<file path="src/tjs_pkg.sv">
`default_nettype none

package tjs_pkg;

   localparam int FRAC_BITS = 16;
   localparam int DATA_W    = 32;
   localparam int PROD_W    = 2 * DATA_W;
   localparam int NUM_W     = DATA_W + 2;
   localparam int MAG_W     = NUM_W - 1;
   localparam int QUO_W     = DATA_W + 1;
   localparam int DVD_W     = MAG_W + FRAC_BITS;
   localparam int TOP_W     = DVD_W - QUO_W;
   localparam int CNT_W     = $clog2(QUO_W);
   localparam int TRIAL_W   = DATA_W + 2;

   localparam logic [DATA_W-1:0] DATA_MAX = {1'b0, {(DATA_W-1){1'b1}}};
   localparam logic [DATA_W-1:0] DATA_MIN = {1'b1, {(DATA_W-1){1'b0}}};

   typedef enum logic [2:0] {
      ST_IDLE,
      ST_LOAD,
      ST_MUL_SUB,
      ST_MUL_SUP,
      ST_SUM,
      ST_SETUP,
      ST_DIV,
      ST_DONE
   } state_type;

   // floor shift of a full product, saturated to the data width
   function automatic logic [DATA_W-1:0] sat_prod(input logic signed [PROD_W-1:0] p);
      logic signed [PROD_W-1:0] sh;
      logic [PROD_W-DATA_W:0]   hi;
      sh = p >>> FRAC_BITS;
      hi = sh[PROD_W-1:DATA_W-1];
      if ((&hi) || (~|hi)) begin
         sat_prod = sh[DATA_W-1:0];
      end else if (sh[PROD_W-1]) begin
         sat_prod = DATA_MIN;
      end else begin
         sat_prod = DATA_MAX;
      end
   endfunction

endpackage

`default_nettype wire

</file>
<file path="src/tridiagonal_jacobi_sweep.sv">
// Tridiagonal Jacobi sweep, signed Q16.16.
// Request channel (req_*): one word per matrix row, with req_last_row set on
// the final row of a vector. Response channel (rsp_*): one word per row, one
// row late; the word that carries req_last_row yields the previous row's
// response, if a row is held, and then its own (rsp_last_out set).
// A row response is computed in two passes through one 32x32 multiplier,
// a numerator sum, a setup step, a restoring divider that makes one
// quotient bit per cycle for 33 quotient bits, and a final step. A zero
// diagonal (0 with rsp_zero_diag set) or a quotient out of range skips
// the divider. The final row's own result first takes an extra load step.
// When the final step loads the response register and no final row waits,
// the sequencer returns to idle and the next word can be taken in the cycle
// after; a word that only starts a vector is held without a computation.
// req_stall is high while a result is computed, even if a response waits.
// A stalled response holds the sequencer in its final step, so nothing is
// dropped. Reset is synchronous: it empties the response register and
// forgets any row held from an unfinished vector.
`default_nettype none

module tridiagonal_jacobi_sweep import tjs_pkg::*; (
   input  wire logic              clock,
   input  wire logic              reset,
   input  wire logic              req_valid,
   output      logic              req_stall,
   input  wire logic [DATA_W-1:0] req_rhs,
   input  wire logic [DATA_W-1:0] req_diag_coef,
   input  wire logic [DATA_W-1:0] req_sub_coef,
   input  wire logic [DATA_W-1:0] req_super_coef,
   input  wire logic [DATA_W-1:0] req_x_old,
   input  wire logic              req_last_row,
   output      logic              rsp_valid,
   input  wire logic              rsp_stall,
   output      logic [DATA_W-1:0] rsp_x_new,
   output      logic              rsp_zero_diag,
   output      logic              rsp_last_out
);

   state_type state_ff, state_in;

   logic row_pending_ff, row_pending_in;
   logic tail_ff, tail_in;
   logic rsp_valid_ff, rsp_valid_in;

   logic [DATA_W-1:0] held_rhs_ff, held_rhs_in;
   logic [DATA_W-1:0] held_diag_ff, held_diag_in;
   logic [DATA_W-1:0] held_sub_ff, held_sub_in;
   logic [DATA_W-1:0] held_super_ff, held_super_in;
   logic [DATA_W-1:0] held_x_ff, held_x_in;
   logic [DATA_W-1:0] before_x_ff, before_x_in;

   logic [DATA_W-1:0] job_rhs_ff, job_rhs_in;
   logic [DATA_W-1:0] job_diag_ff, job_diag_in;
   logic [DATA_W-1:0] job_sub_ff, job_sub_in;
   logic [DATA_W-1:0] job_xp_ff, job_xp_in;
   logic [DATA_W-1:0] job_sup_ff, job_sup_in;
   logic [DATA_W-1:0] job_xn_ff, job_xn_in;
   logic              job_last_ff, job_last_in;

   logic signed [PROD_W-1:0] prod_ff, prod_in;
   logic [DATA_W-1:0]        p_sub_ff, p_sub_in;
   logic signed [NUM_W-1:0]  num_ff, num_in;

   logic [DATA_W-1:0] rem_ff, rem_in;
   logic [DATA_W-1:0] dm_ff, dm_in;
   logic [QUO_W-1:0]  low_ff, low_in;
   logic [QUO_W-1:0]  quo_ff, quo_in;
   logic [CNT_W-1:0]  cnt_ff, cnt_in;
   logic              neg_ff, neg_in;
   logic              ovf_ff, ovf_in;
   logic              zd_ff, zd_in;

   logic [DATA_W-1:0] rsp_x_new_ff, rsp_x_new_in;
   logic              rsp_zero_diag_ff, rsp_zero_diag_in;
   logic              rsp_last_out_ff, rsp_last_out_in;

   logic accept;
   logic out_free;
   logic load_rsp;

   logic [DATA_W-1:0]        mul_a;
   logic [DATA_W-1:0]        mul_b;
   logic [DATA_W-1:0]        p_sup;
   logic [NUM_W-1:0]         mag;
   logic [DVD_W-1:0]         dvd;
   logic [DATA_W-1:0]        dm_calc;
   logic [TOP_W-1:0]         top;
   logic [TRIAL_W-1:0]       trial;
   logic [QUO_W-1:0]         quo_neg;
   logic [DATA_W-1:0]        result;

   // next state
   always_comb begin
      state_in = state_ff;
      case (state_ff)
         ST_IDLE: begin
            if (req_valid) begin
               if (row_pending_ff) begin
                  state_in = ST_MUL_SUB;
               end else if (req_last_row) begin
                  state_in = ST_LOAD;
               end
            end
         end
         ST_LOAD:    state_in = ST_MUL_SUB;
         ST_MUL_SUB: state_in = ST_MUL_SUP;
         ST_MUL_SUP: state_in = ST_SUM;
         ST_SUM:     state_in = ST_SETUP;
         ST_SETUP: begin
            if (job_diag_ff == '0 || ovf_in) begin
               state_in = ST_DONE;
            end else begin
               state_in = ST_DIV;
            end
         end
         ST_DIV: begin
            if (cnt_ff == '0) begin
               state_in = ST_DONE;
            end
         end
         ST_DONE: begin
            if (out_free) begin
               state_in = tail_ff ? ST_LOAD : ST_IDLE;
            end
         end
         default: state_in = ST_IDLE;
      endcase
   end

   // control outputs
   always_comb begin
      out_free  = !rsp_valid_ff || !rsp_stall;
      req_stall = (state_ff != ST_IDLE);
      accept    = req_valid && (state_ff == ST_IDLE);
      load_rsp  = (state_ff == ST_DONE) && out_free;
   end

   // arithmetic
   always_comb begin
      mul_a   = (state_ff == ST_MUL_SUB) ? job_sub_ff : job_sup_ff;
      mul_b   = (state_ff == ST_MUL_SUB) ? job_xp_ff : job_xn_ff;
      p_sup   = sat_prod(prod_ff);
      mag     = num_ff[NUM_W-1] ? (NUM_W'(0) - num_ff) : num_ff;
      dvd     = {mag[MAG_W-1:0], {FRAC_BITS{1'b0}}};
      top     = dvd[DVD_W-1:QUO_W];
      dm_calc = job_diag_ff[DATA_W-1] ? (DATA_W'(0) - job_diag_ff) : job_diag_ff;
      trial   = {1'b0, rem_ff, low_ff[QUO_W-1]} - {2'b00, dm_ff};
      quo_neg = QUO_W'(0) - quo_ff;
      if (zd_ff) begin
         result = '0;
      end else if (ovf_ff) begin
         result = neg_ff ? DATA_MIN : DATA_MAX;
      end else if (neg_ff) begin
         if (quo_ff[QUO_W-1] || (quo_ff[DATA_W-1] && (|quo_ff[DATA_W-2:0]))) begin
            result = DATA_MIN;
         end else begin
            result = quo_neg[DATA_W-1:0];
         end
      end else begin
         if (quo_ff[QUO_W-1] || quo_ff[DATA_W-1]) begin
            result = DATA_MAX;
         end else begin
            result = quo_ff[DATA_W-1:0];
         end
      end
   end

   // register next values
   always_comb begin
      row_pending_in = row_pending_ff;
      tail_in        = tail_ff;
      held_rhs_in    = held_rhs_ff;
      held_diag_in   = held_diag_ff;
      held_sub_in    = held_sub_ff;
      held_super_in  = held_super_ff;
      held_x_in      = held_x_ff;
      before_x_in    = before_x_ff;
      job_rhs_in     = job_rhs_ff;
      job_diag_in    = job_diag_ff;
      job_sub_in     = job_sub_ff;
      job_xp_in      = job_xp_ff;
      job_sup_in     = job_sup_ff;
      job_xn_in      = job_xn_ff;
      job_last_in    = job_last_ff;
      prod_in        = prod_ff;
      p_sub_in       = p_sub_ff;
      num_in         = num_ff;
      rem_in         = rem_ff;
      dm_in          = dm_ff;
      low_in         = low_ff;
      quo_in         = quo_ff;
      cnt_in         = cnt_ff;
      neg_in         = neg_ff;
      ovf_in         = ovf_ff;
      zd_in          = zd_ff;

      rsp_valid_in     = rsp_valid_ff && rsp_stall;
      rsp_x_new_in     = rsp_x_new_ff;
      rsp_zero_diag_in = rsp_zero_diag_ff;
      rsp_last_out_in  = rsp_last_out_ff;

      if (accept) begin
         if (row_pending_ff) begin
            job_rhs_in  = held_rhs_ff;
            job_diag_in = held_diag_ff;
            job_sub_in  = held_sub_ff;
            job_xp_in   = before_x_ff;
            job_sup_in  = held_super_ff;
            job_xn_in   = req_x_old;
            job_last_in = 1'b0;
            before_x_in = held_x_ff;
         end
         held_rhs_in    = req_rhs;
         held_diag_in   = req_diag_coef;
         held_sub_in    = req_sub_coef;
         held_super_in  = req_super_coef;
         held_x_in      = req_x_old;
         row_pending_in = !req_last_row;
         tail_in        = req_last_row;
      end

      case (state_ff)
         ST_LOAD: begin
            // final row of the vector: no super term
            job_rhs_in  = held_rhs_ff;
            job_diag_in = held_diag_ff;
            job_sub_in  = held_sub_ff;
            job_xp_in   = before_x_ff;
            job_sup_in  = '0;
            job_xn_in   = '0;
            job_last_in = 1'b1;
            before_x_in = '0;
            tail_in     = 1'b0;
         end
         ST_MUL_SUB: begin
            prod_in = $signed(mul_a) * $signed(mul_b);
         end
         ST_MUL_SUP: begin
            p_sub_in = sat_prod(prod_ff);
            prod_in  = $signed(mul_a) * $signed(mul_b);
         end
         ST_SUM: begin
            num_in = $signed({{(NUM_W-DATA_W){job_rhs_ff[DATA_W-1]}}, job_rhs_ff})
                   - $signed({{(NUM_W-DATA_W){p_sub_ff[DATA_W-1]}}, p_sub_ff})
                   - $signed({{(NUM_W-DATA_W){p_sup[DATA_W-1]}}, p_sup});
         end
         ST_SETUP: begin
            dm_in  = dm_calc;
            neg_in = num_ff[NUM_W-1] ^ job_diag_ff[DATA_W-1];
            zd_in  = (job_diag_ff == '0);
            ovf_in = ({{(DATA_W-TOP_W){1'b0}}, top} >= dm_calc);
            rem_in = {{(DATA_W-TOP_W){1'b0}}, top};
            low_in = dvd[QUO_W-1:0];
            quo_in = '0;
            cnt_in = CNT_W'(QUO_W - 1);
         end
         ST_DIV: begin
            if (!trial[TRIAL_W-1]) begin
               rem_in = trial[DATA_W-1:0];
            end else begin
               rem_in = {rem_ff[DATA_W-2:0], low_ff[QUO_W-1]};
            end
            quo_in = {quo_ff[QUO_W-2:0], !trial[TRIAL_W-1]};
            low_in = {low_ff[QUO_W-2:0], 1'b0};
            cnt_in = cnt_ff - CNT_W'(1);
         end
         default: begin
         end
      endcase

      if (load_rsp) begin
         rsp_valid_in     = 1'b1;
         rsp_x_new_in     = result;
         rsp_zero_diag_in = zd_ff;
         rsp_last_out_in  = job_last_ff;
      end
   end

   always_ff @(posedge clock) begin
      if (reset) begin
         state_ff       <= ST_IDLE;
         row_pending_ff <= 1'b0;
         tail_ff        <= 1'b0;
         rsp_valid_ff   <= 1'b0;
         before_x_ff    <= '0;
      end else begin
         state_ff       <= state_in;
         row_pending_ff <= row_pending_in;
         tail_ff        <= tail_in;
         rsp_valid_ff   <= rsp_valid_in;
         before_x_ff    <= before_x_in;
      end
   end

   always_ff @(posedge clock) begin
      held_rhs_ff      <= held_rhs_in;
      held_diag_ff     <= held_diag_in;
      held_sub_ff      <= held_sub_in;
      held_super_ff    <= held_super_in;
      held_x_ff        <= held_x_in;
      job_rhs_ff       <= job_rhs_in;
      job_diag_ff      <= job_diag_in;
      job_sub_ff       <= job_sub_in;
      job_xp_ff        <= job_xp_in;
      job_sup_ff       <= job_sup_in;
      job_xn_ff        <= job_xn_in;
      job_last_ff      <= job_last_in;
      prod_ff          <= prod_in;
      p_sub_ff         <= p_sub_in;
      num_ff           <= num_in;
      rem_ff           <= rem_in;
      dm_ff            <= dm_in;
      low_ff           <= low_in;
      quo_ff           <= quo_in;
      cnt_ff           <= cnt_in;
      neg_ff           <= neg_in;
      ovf_ff           <= ovf_in;
      zd_ff            <= zd_in;
      rsp_x_new_ff     <= rsp_x_new_in;
      rsp_zero_diag_ff <= rsp_zero_diag_in;
      rsp_last_out_ff  <= rsp_last_out_in;
   end

   assign rsp_valid     = rsp_valid_ff;
   assign rsp_x_new     = rsp_x_new_ff;
   assign rsp_zero_diag = rsp_zero_diag_ff;
   assign rsp_last_out  = rsp_last_out_ff;

`ifndef NO_ASSERTIONS
   a_tail_excl: assert property (@(posedge clock) disable iff (reset)
      tail_ff |-> !row_pending_ff)
      else $error("tail word pending while a row is still held");

   a_before_clear: assert property (@(posedge clock) disable iff (reset)
      (!row_pending_ff && !tail_ff) |-> (before_x_ff == '0))
      else $error("previous estimate not cleared between vectors");

   a_rsp_from_done: assert property (@(posedge clock) disable iff (reset)
      $rose(rsp_valid_ff) |-> $past(state_ff == ST_DONE))
      else $error("response loaded outside the final step");

   a_rem_bound: assert property (@(posedge clock) disable iff (reset)
      (state_ff == ST_DIV) |-> (rem_ff < dm_ff))
      else $error("divider remainder not below divisor");
`endif

endmodule

`default_nettype wire

</file>
<file path="config.mk">
export PLATFORM = sky130hd
export DESIGN_NAME = tridiagonal_jacobi_sweep
export DESIGN_NICKNAME = d
export VERILOG_FILES = /design/src/tjs_pkg.sv /design/src/tridiagonal_jacobi_sweep.sv
export SDC_FILE = /design/constraint.sdc
export NUM_CORES = 2
export LEC_CHECK = 0
export BUFFER_PORTS_ARGS = -buffer_cell sky130_fd_sc_hd__clkbuf_2
export CORE_ASPECT_RATIO = 2
export CORE_MARGIN = 5
export CORE_UTILIZATION = 60
export CTS_CLUSTER_SIZE = 30
export DETAILED_ROUTE_END_ITERATION = 16
export PLACE_DENSITY = 0.82
export REMOVE_ABC_BUFFERS = 1
export SLEW_MARGIN = 20
export SYNTH_ARGS = -nofsm -noshare
export SYNTH_HDL_FRONTEND = slang
export SYNTH_SLANG_ARGS = --single-unit
</file>
<file path="constraint.sdc">
create_clock -name clock -period 12.95 [get_ports clock]
set_input_delay 0.6475 -clock clock [delete_from_list [all_inputs] [get_ports clock]]
set_output_delay 0.6475 -clock clock [all_outputs]
set_load 0.02 [all_outputs]
</file>
# --- Word-level counts from Yosys, hierarchy flattened ---
# Index checks and enable logic that the tools add are counted.
word_totals:
  reg_bits: 694
  in_bits: 165
  out_inout_bits: 36
  word_cells: 119
classes:
  n_addsub: 7
  mul: 1
  n_lt_le_gt_ge: 1
  n_eq_ne: 11
  mux: 38
  bitwise: 1
  n_reduce_logical: 29
ops:
  columns: ["cell", "n"]
  rows:
  - ["$mux 32", 23]
  - ["$pmux 33 s2", 2]
  - ["$sub 33x32->34", 2]
  - ["$mul 32x32->64", 1]
  - ["$pmux 32 s2", 1]
  - ["$sub 1x32->32 const A", 2]
  - ["$mux 33", 1]
  - ["$sub 1x33->33 const A", 1]
  - ["$sub 32x32->33", 1]
  - ["$ge 16x32->1", 1]
  - ["$logic_not 32->1", 1]
  - ["$reduce_or 31->1", 1]
  - ["$pmux 3 s8", 1]
  - ["$reduce_and 17->1", 1]
  - ["$reduce_or 17->1", 1]
  - ["$mux 3", 5]
  - ["$eq 3x3->1 const B", 4]
  - ["$pmux 6 s2", 1]
  - ["$eq 3x2->1 const B", 2]
  - ["$logic_not 6->1", 1]
  - ["$ne 2x2->1 const B", 3]
  - ["$reduce_bool 2->1", 3]
  - ["$sub 6x1->6 const B", 1]
  - ["$logic_not 1->1", 5]
  - ["other kinds (11)", 23]

# --- Longest topological paths before layout ---
depth:
  ltp_word: 7
  ltp_mapped: 35

# --- Worst setup path before layout ---
# Ideal clock, no wire load.
synth_timing:
  path_kind: "register to register"
  from: "register state_ff[2]"
  to: "register prod_ff[63] (data pin)"
  setup_time_ns: 0.262
  arrival_ns: 9.025
  required_time_ns: 12.688
  path_slack_ns: 3.663
  stages_incl_launch_ff: 29
  path_cell_list: "dfxtp_1 > buf_2 > nor3b_2 > buf_6 > clkbuf_1 > buf_1 > mux2i_1 > nor2_1 > fa_1 > fa_1 > fa_1 > fa_1 > inv_1 > fa_1 > inv_1 > fa_1 > fa_1 > fa_1 > ha_1 > clkbuf_1 > a21o_1 > a21o_1 > a21oi_1 > o21ai_0 > a21oi_1 > nor2_1 > a211oi_1 > o31ai_2 > xnor2_1"
synth_between:
  elab_chain_cells: 3
synth_rtl:
  columns: ["element", "line", "source"]
  rows:
  - ["from (decl)", "tridiagonal_jacobi_sweep.sv:38", "state_type state_ff, state_in;"]
  - ["from (signal assigned)", "tridiagonal_jacobi_sweep.sv:286", "state_ff <= state_in;"]
  - ["$eq 3x2->1 (*)", "tridiagonal_jacobi_sweep.sv:139, tridiagonal_jacobi_sweep.sv:140, tridiagonal_jacobi_sweep.sv:221", null]
  - ["$mux 32, on equally long branches", "tridiagonal_jacobi_sweep.sv:139, tridiagonal_jacobi_sweep.sv:140", null]
  - ["$mul 32x32->64 (*)", "tridiagonal_jacobi_sweep.sv:235, tridiagonal_jacobi_sweep.sv:239", null]
  - ["to (signal assigned)", "tridiagonal_jacobi_sweep.sv:307", "prod_ff <= prod_in;"]
  - ["to (decl)", "tridiagonal_jacobi_sweep.sv:59", "logic signed [PROD_W-1:0] prod_ff, prod_in;"]
# Every way passes the cells marked *; elsewhere a longest branch is shown, timed or not.
# A chain may end at the register's enable or synchronous reset.

# --- Worst setup path after layout ---
layout_timing:
  from: "register state_ff[1]"
  to: "register prod_ff[60] (data pin)"
# Same word-level chain as after synthesis.

==> impl_metrics.csv <==
group,metric,value,unit
final_layout,fin_area,69100,um^2
synth,most_numerous_cell_in_the_yosys_netlist,"sky130_fd_sc_hd__inv_1",
critical_path,critPathSlowestCell,"sky130_fd_sc_hd__fa_1",
final_layout,flip_flop_count_of_the_largest_register_after_layout,48,
critical_path,timing.critical_path.to_type,"flip-flop",
clock_network,clock_buffer_depth,3,
placed_design,post_dp_cell_area,67000,um^2
min_path,min_path_type,"in -> reg",
sta,slew_of_the_pin_with_the_lowest_slew_margin,1120,ps
final_layout,area_growth_syn_to_layout,7.41,%
clock_network,cts_htree_levels,2,
critical_path,timing.critical_path.to,"prod_ff[60]$_DFFE_PP_",
global_route,grt.total_usage,36.0,%
floorplan,fp.dieW,242,um
run_status,outcome,"finished, final reports clean",
global_route,global_route_wire_length_before_repair,306,mm
final_layout,nFillCells,8148,
synth,synth_enable_flop_cells,558,
clock_network,cts_setup_buffers,0,
route,drt_pass1_iterations,6,
critical_path,cp_data_required_time,13420,ps
route,detail_route.iter0.violations,3948,
synth,netlist_instances,6162,
synth,yosysWarningCount,0,
sta,max_slew_headroom,23.9,%
synth,synth_cell_types,93,
critical_path,critical_path_fanouts_max,106,
sta,finalHoldViolCount,0,
synth,post_synth.cell_area_avg,10.4,um^2
critical_path,timing.reg2reg.setup_slack,2620,ps
critical_path,worst_path_most_repeated_cell,"sky130_fd_sc_hd__fa_1",
route,antenna_left,0,
placed_design,numPortBuffers,200,
floorplan,start_util,60.2,%
critical_path,r2r_cells,28,
clock_network,clk_transition_reported_paths,70,ps
sta,drv_slew,0,
floorplan,floorplan.die.height,473,um
synth,synth_async_sr_flop_share,0,%
critical_path,crit_path_launch_type,"flip-flop",
route,wirelength,203,mm
sta,finClkSkew,44.3,ps
critical_path,critical_path.max_stage_delay,1020,ps
final_layout,top_register,"prod_ff",
clock_network,clock_insertion_delay_worst_skew,740,ps
floorplan,die_area,114000,um^2
clock_network,cts.hold.buffers_added,0,
sta,fin_crit_sh,79.8,%
synth,synth.area.top_cells,"sky130_fd_sc_hd__fa_1 35%, sky130_fd_sc_hd__edfxtp_1 26%, sky130_fd_sc_hd__inv_1 6.6%, sky130_fd_sc_hd__ha_1 5.2%, sky130_fd_sc_hd__nand2_1 4.8%",
synth,synthFlopType,"sky130_fd_sc_hd__edfxtp_1",
sta,max_freq,96.8,MHz
synth,synthesis.area,64400,um^2
floorplan,placeableCoreArea,107000,um^2
clock_network,tritoncts,"yes",
global_route,grt_max_degree,107,
global_route,grt_antenna_before_repair,8,
critical_path,setup.worst_path.start,"state_ff[1]$_SDFFE_PP0P_",
route,detail_route.drc_violations,0,
placed_design,place.detailed.hpwl,152,mm
sta,setup_viol_count_final,0,
route,wire_per_inst,26.4,um
flow_run,max_cap_viol_count,0,
floorplan,fp-row-count,170,
final_layout,multiInputGateArea,40500,um^2
final_layout,final_nets,7810,
final_layout,layout-drive-gt1-share,8.16,%
placed_design,gp_congestion,1.05,
critical_path,worstSetupPathType,"reg -> reg",
synth,synth_top_area_cell,"sky130_fd_sc_hd__fa_1",
route,detailroute.via_count,47200,
global_route,global_route.overflow_total,0,
synth,synth_top_area_share,34.7,%
clock_network,post_cts_resize_count,0,
global_route,first_global_vias,52300,
clock_network,clock_tree.root_cell,"sky130_fd_sc_hd__clkbuf_16",
sta,post-route-min-period,10330,ps
floorplan,ios,201,
critical_path,r2r_end,"prod_ff[60]$_DFFE_PP_",
route,via_per_inst,6.13,
final_layout,register_area,18800,um^2
synth,synthTopCellsByCount,"1,131 x sky130_fd_sc_hd__inv_1, 1,114 x sky130_fd_sc_hd__fa_1, 822 x sky130_fd_sc_hd__nand2_1",
final_layout,top_regs,"prod_ff: 48 flops, num_ff: 34 flops, quo_ff: 33 flops",
synth,ys_seq_area_share,29.3,%
clock_network,tritoncts.num_buffers,60,
sta,rsz_0062_raised_after_global_routing,"no",
clock_network,cts_num_sinks,662,
synth,postSynthRegisterBits,662,
critical_path,rr_startpoint,"state_ff[1]$_SDFFE_PP0P_",
critical_path,arrival,10800,ps
-- critical path: cells and delay by family (launching register included) --
kind	cells	cell delay [ps]
xor gates and xnor gates	1	140
and+or+nand+nor	6	1070
DFF	1	480
muxes	1	340
AOI/OAI and AO/OA	5	1300
buffers and inverters	6	1110
adders and majority gates	9	5340
-- metrics by stage --
step / std cells / hold WS, ps / setup TNS (ps) / util, % / setup WS [ps]
after floorplan: 5915 / 400 / -106060 / - / -3010
after global placement: 7576 / 401 / 0 / 62.6 / 3240
after detailed placement: 7576 / 405 / 0 / 62.6 / 2920
after CTS: 7688 / 80.4 / 0 / 64.6 / 2960
after global routing: 7690 / 66.6 / 0 / 64.6 / 2380
final: 7694 / 89.9 / 0 / 64.6 / 2620
-- routing by layer --
| layer | track usage [%] | share of wire (%) | vias to the layer above |
|---|---|---|---|
| li1 | - | - | 19500 |
| met1 | 34.2 | 28 | 23500 |
| met2 | 62.0 | 49 | 2874 |
| met3 | 9.31 | 9.0 | 1268 |
| met4 | 35.4 | 13 | 8 |
| met5 | 0.725 | 0.076 | - |
-- cell type report --
cell class	count	area share, %
inverters	1132	6.15
clock buffers	66	2.20
repair buffers	286	2.43
diodes	5	0.0181
well taps	1376	2.49
flip-flops and latches	662	27.3
clock inverters	46	0.822
multi-input cells	4121	58.6
-- cells in the final DEF, fill, tap and decap left out, types with 9 or more instances in the layout --
master / count
sky130_fd_sc_hd__inv_1: 1131
sky130_fd_sc_hd__fa_1: 1114
sky130_fd_sc_hd__nand2_1: 820
sky130_fd_sc_hd__nor2_1: 671
sky130_fd_sc_hd__edfxtp_1: 558
sky130_fd_sc_hd__ha_1: 268
sky130_fd_sc_hd__a21oi_1: 241
sky130_fd_sc_hd__clkbuf_2: 200
sky130_fd_sc_hd__xnor2_1: 119
sky130_fd_sc_hd__dfxtp_1: 104
sky130_fd_sc_hd__o21ai_0: 101
sky130_fd_sc_hd__buf_4: 83
sky130_fd_sc_hd__a21o_1: 75
sky130_fd_sc_hd__mux2i_1: 74
sky130_fd_sc_hd__xor2_1: 69
sky130_fd_sc_hd__mux2_2: 64
sky130_fd_sc_hd__clkbuf_16: 60
sky130_fd_sc_hd__nor3_1: 46
sky130_fd_sc_hd__and2_1: 45
sky130_fd_sc_hd__nand3_1: 32
sky130_fd_sc_hd__nand4_1: 25
sky130_fd_sc_hd__a31oi_1: 25
sky130_fd_sc_hd__nand2b_1: 23
sky130_fd_sc_hd__o21a_1: 23
sky130_fd_sc_hd__a211oi_1: 20
sky130_fd_sc_hd__o31ai_1: 16
sky130_fd_sc_hd__nor2b_1: 15
sky130_fd_sc_hd__mux2i_2: 14
sky130_fd_sc_hd__and3_1: 13
sky130_fd_sc_hd__o21bai_1: 13
sky130_fd_sc_hd__nor4_1: 11
sky130_fd_sc_hd__or3_1: 11
sky130_fd_sc_hd__clkinv_1: 11
sky130_fd_sc_hd__o22a_1: 11
sky130_fd_sc_hd__a221oi_1: 9
-- worst min path at each step --
| stage | start | end | slack [ps] | cells after the start |
|---|---|---|---|---|
| after floorplan | held_diag_ff[0]$_DFFE_PP_ | job_diag_ff[0]$_DFFE_PP_ | 400 | 0 |
| after global placement | held_sub_ff[24]$_DFFE_PP_ | job_sub_ff[24]$_DFFE_PP_ | 400 | 0 |
| after detailed placement | held_diag_ff[20]$_DFFE_PP_ | job_diag_ff[20]$_DFFE_PP_ | 400 | 0 |
| after CTS | req_sub_coef[23] | held_sub_ff[23]$_DFFE_PP_ | 80 | 1 |
| after global routing | req_sub_coef[5] | held_sub_ff[5]$_DFFE_PP_ | 70 | 1 |
| final | req_super_coef[21] | held_super_ff[21]$_DFFE_PP_ | 90 | 1 |
-- kinds of logic (layout without fill, tap and decap cells) --
logic type	Yosys count	in the layout	synth area share (%)
AND/OR/NAND/NOR	1769	1769	11.4
multiplexers	157	157	2.57
buffers and inverters	1379	1530	8.08
XOR/XNOR	188	188	2.56
adder cells (fa/ha/maj)	1382	1382	39.9
AO/OA/AOI/OAI	625	625	6.23
flip-flops	662	662	29.3
other	0	5	0
Power is not shown: default switching activity piles up to over one toggle a cycle in this logic, so the estimate is an artifact.
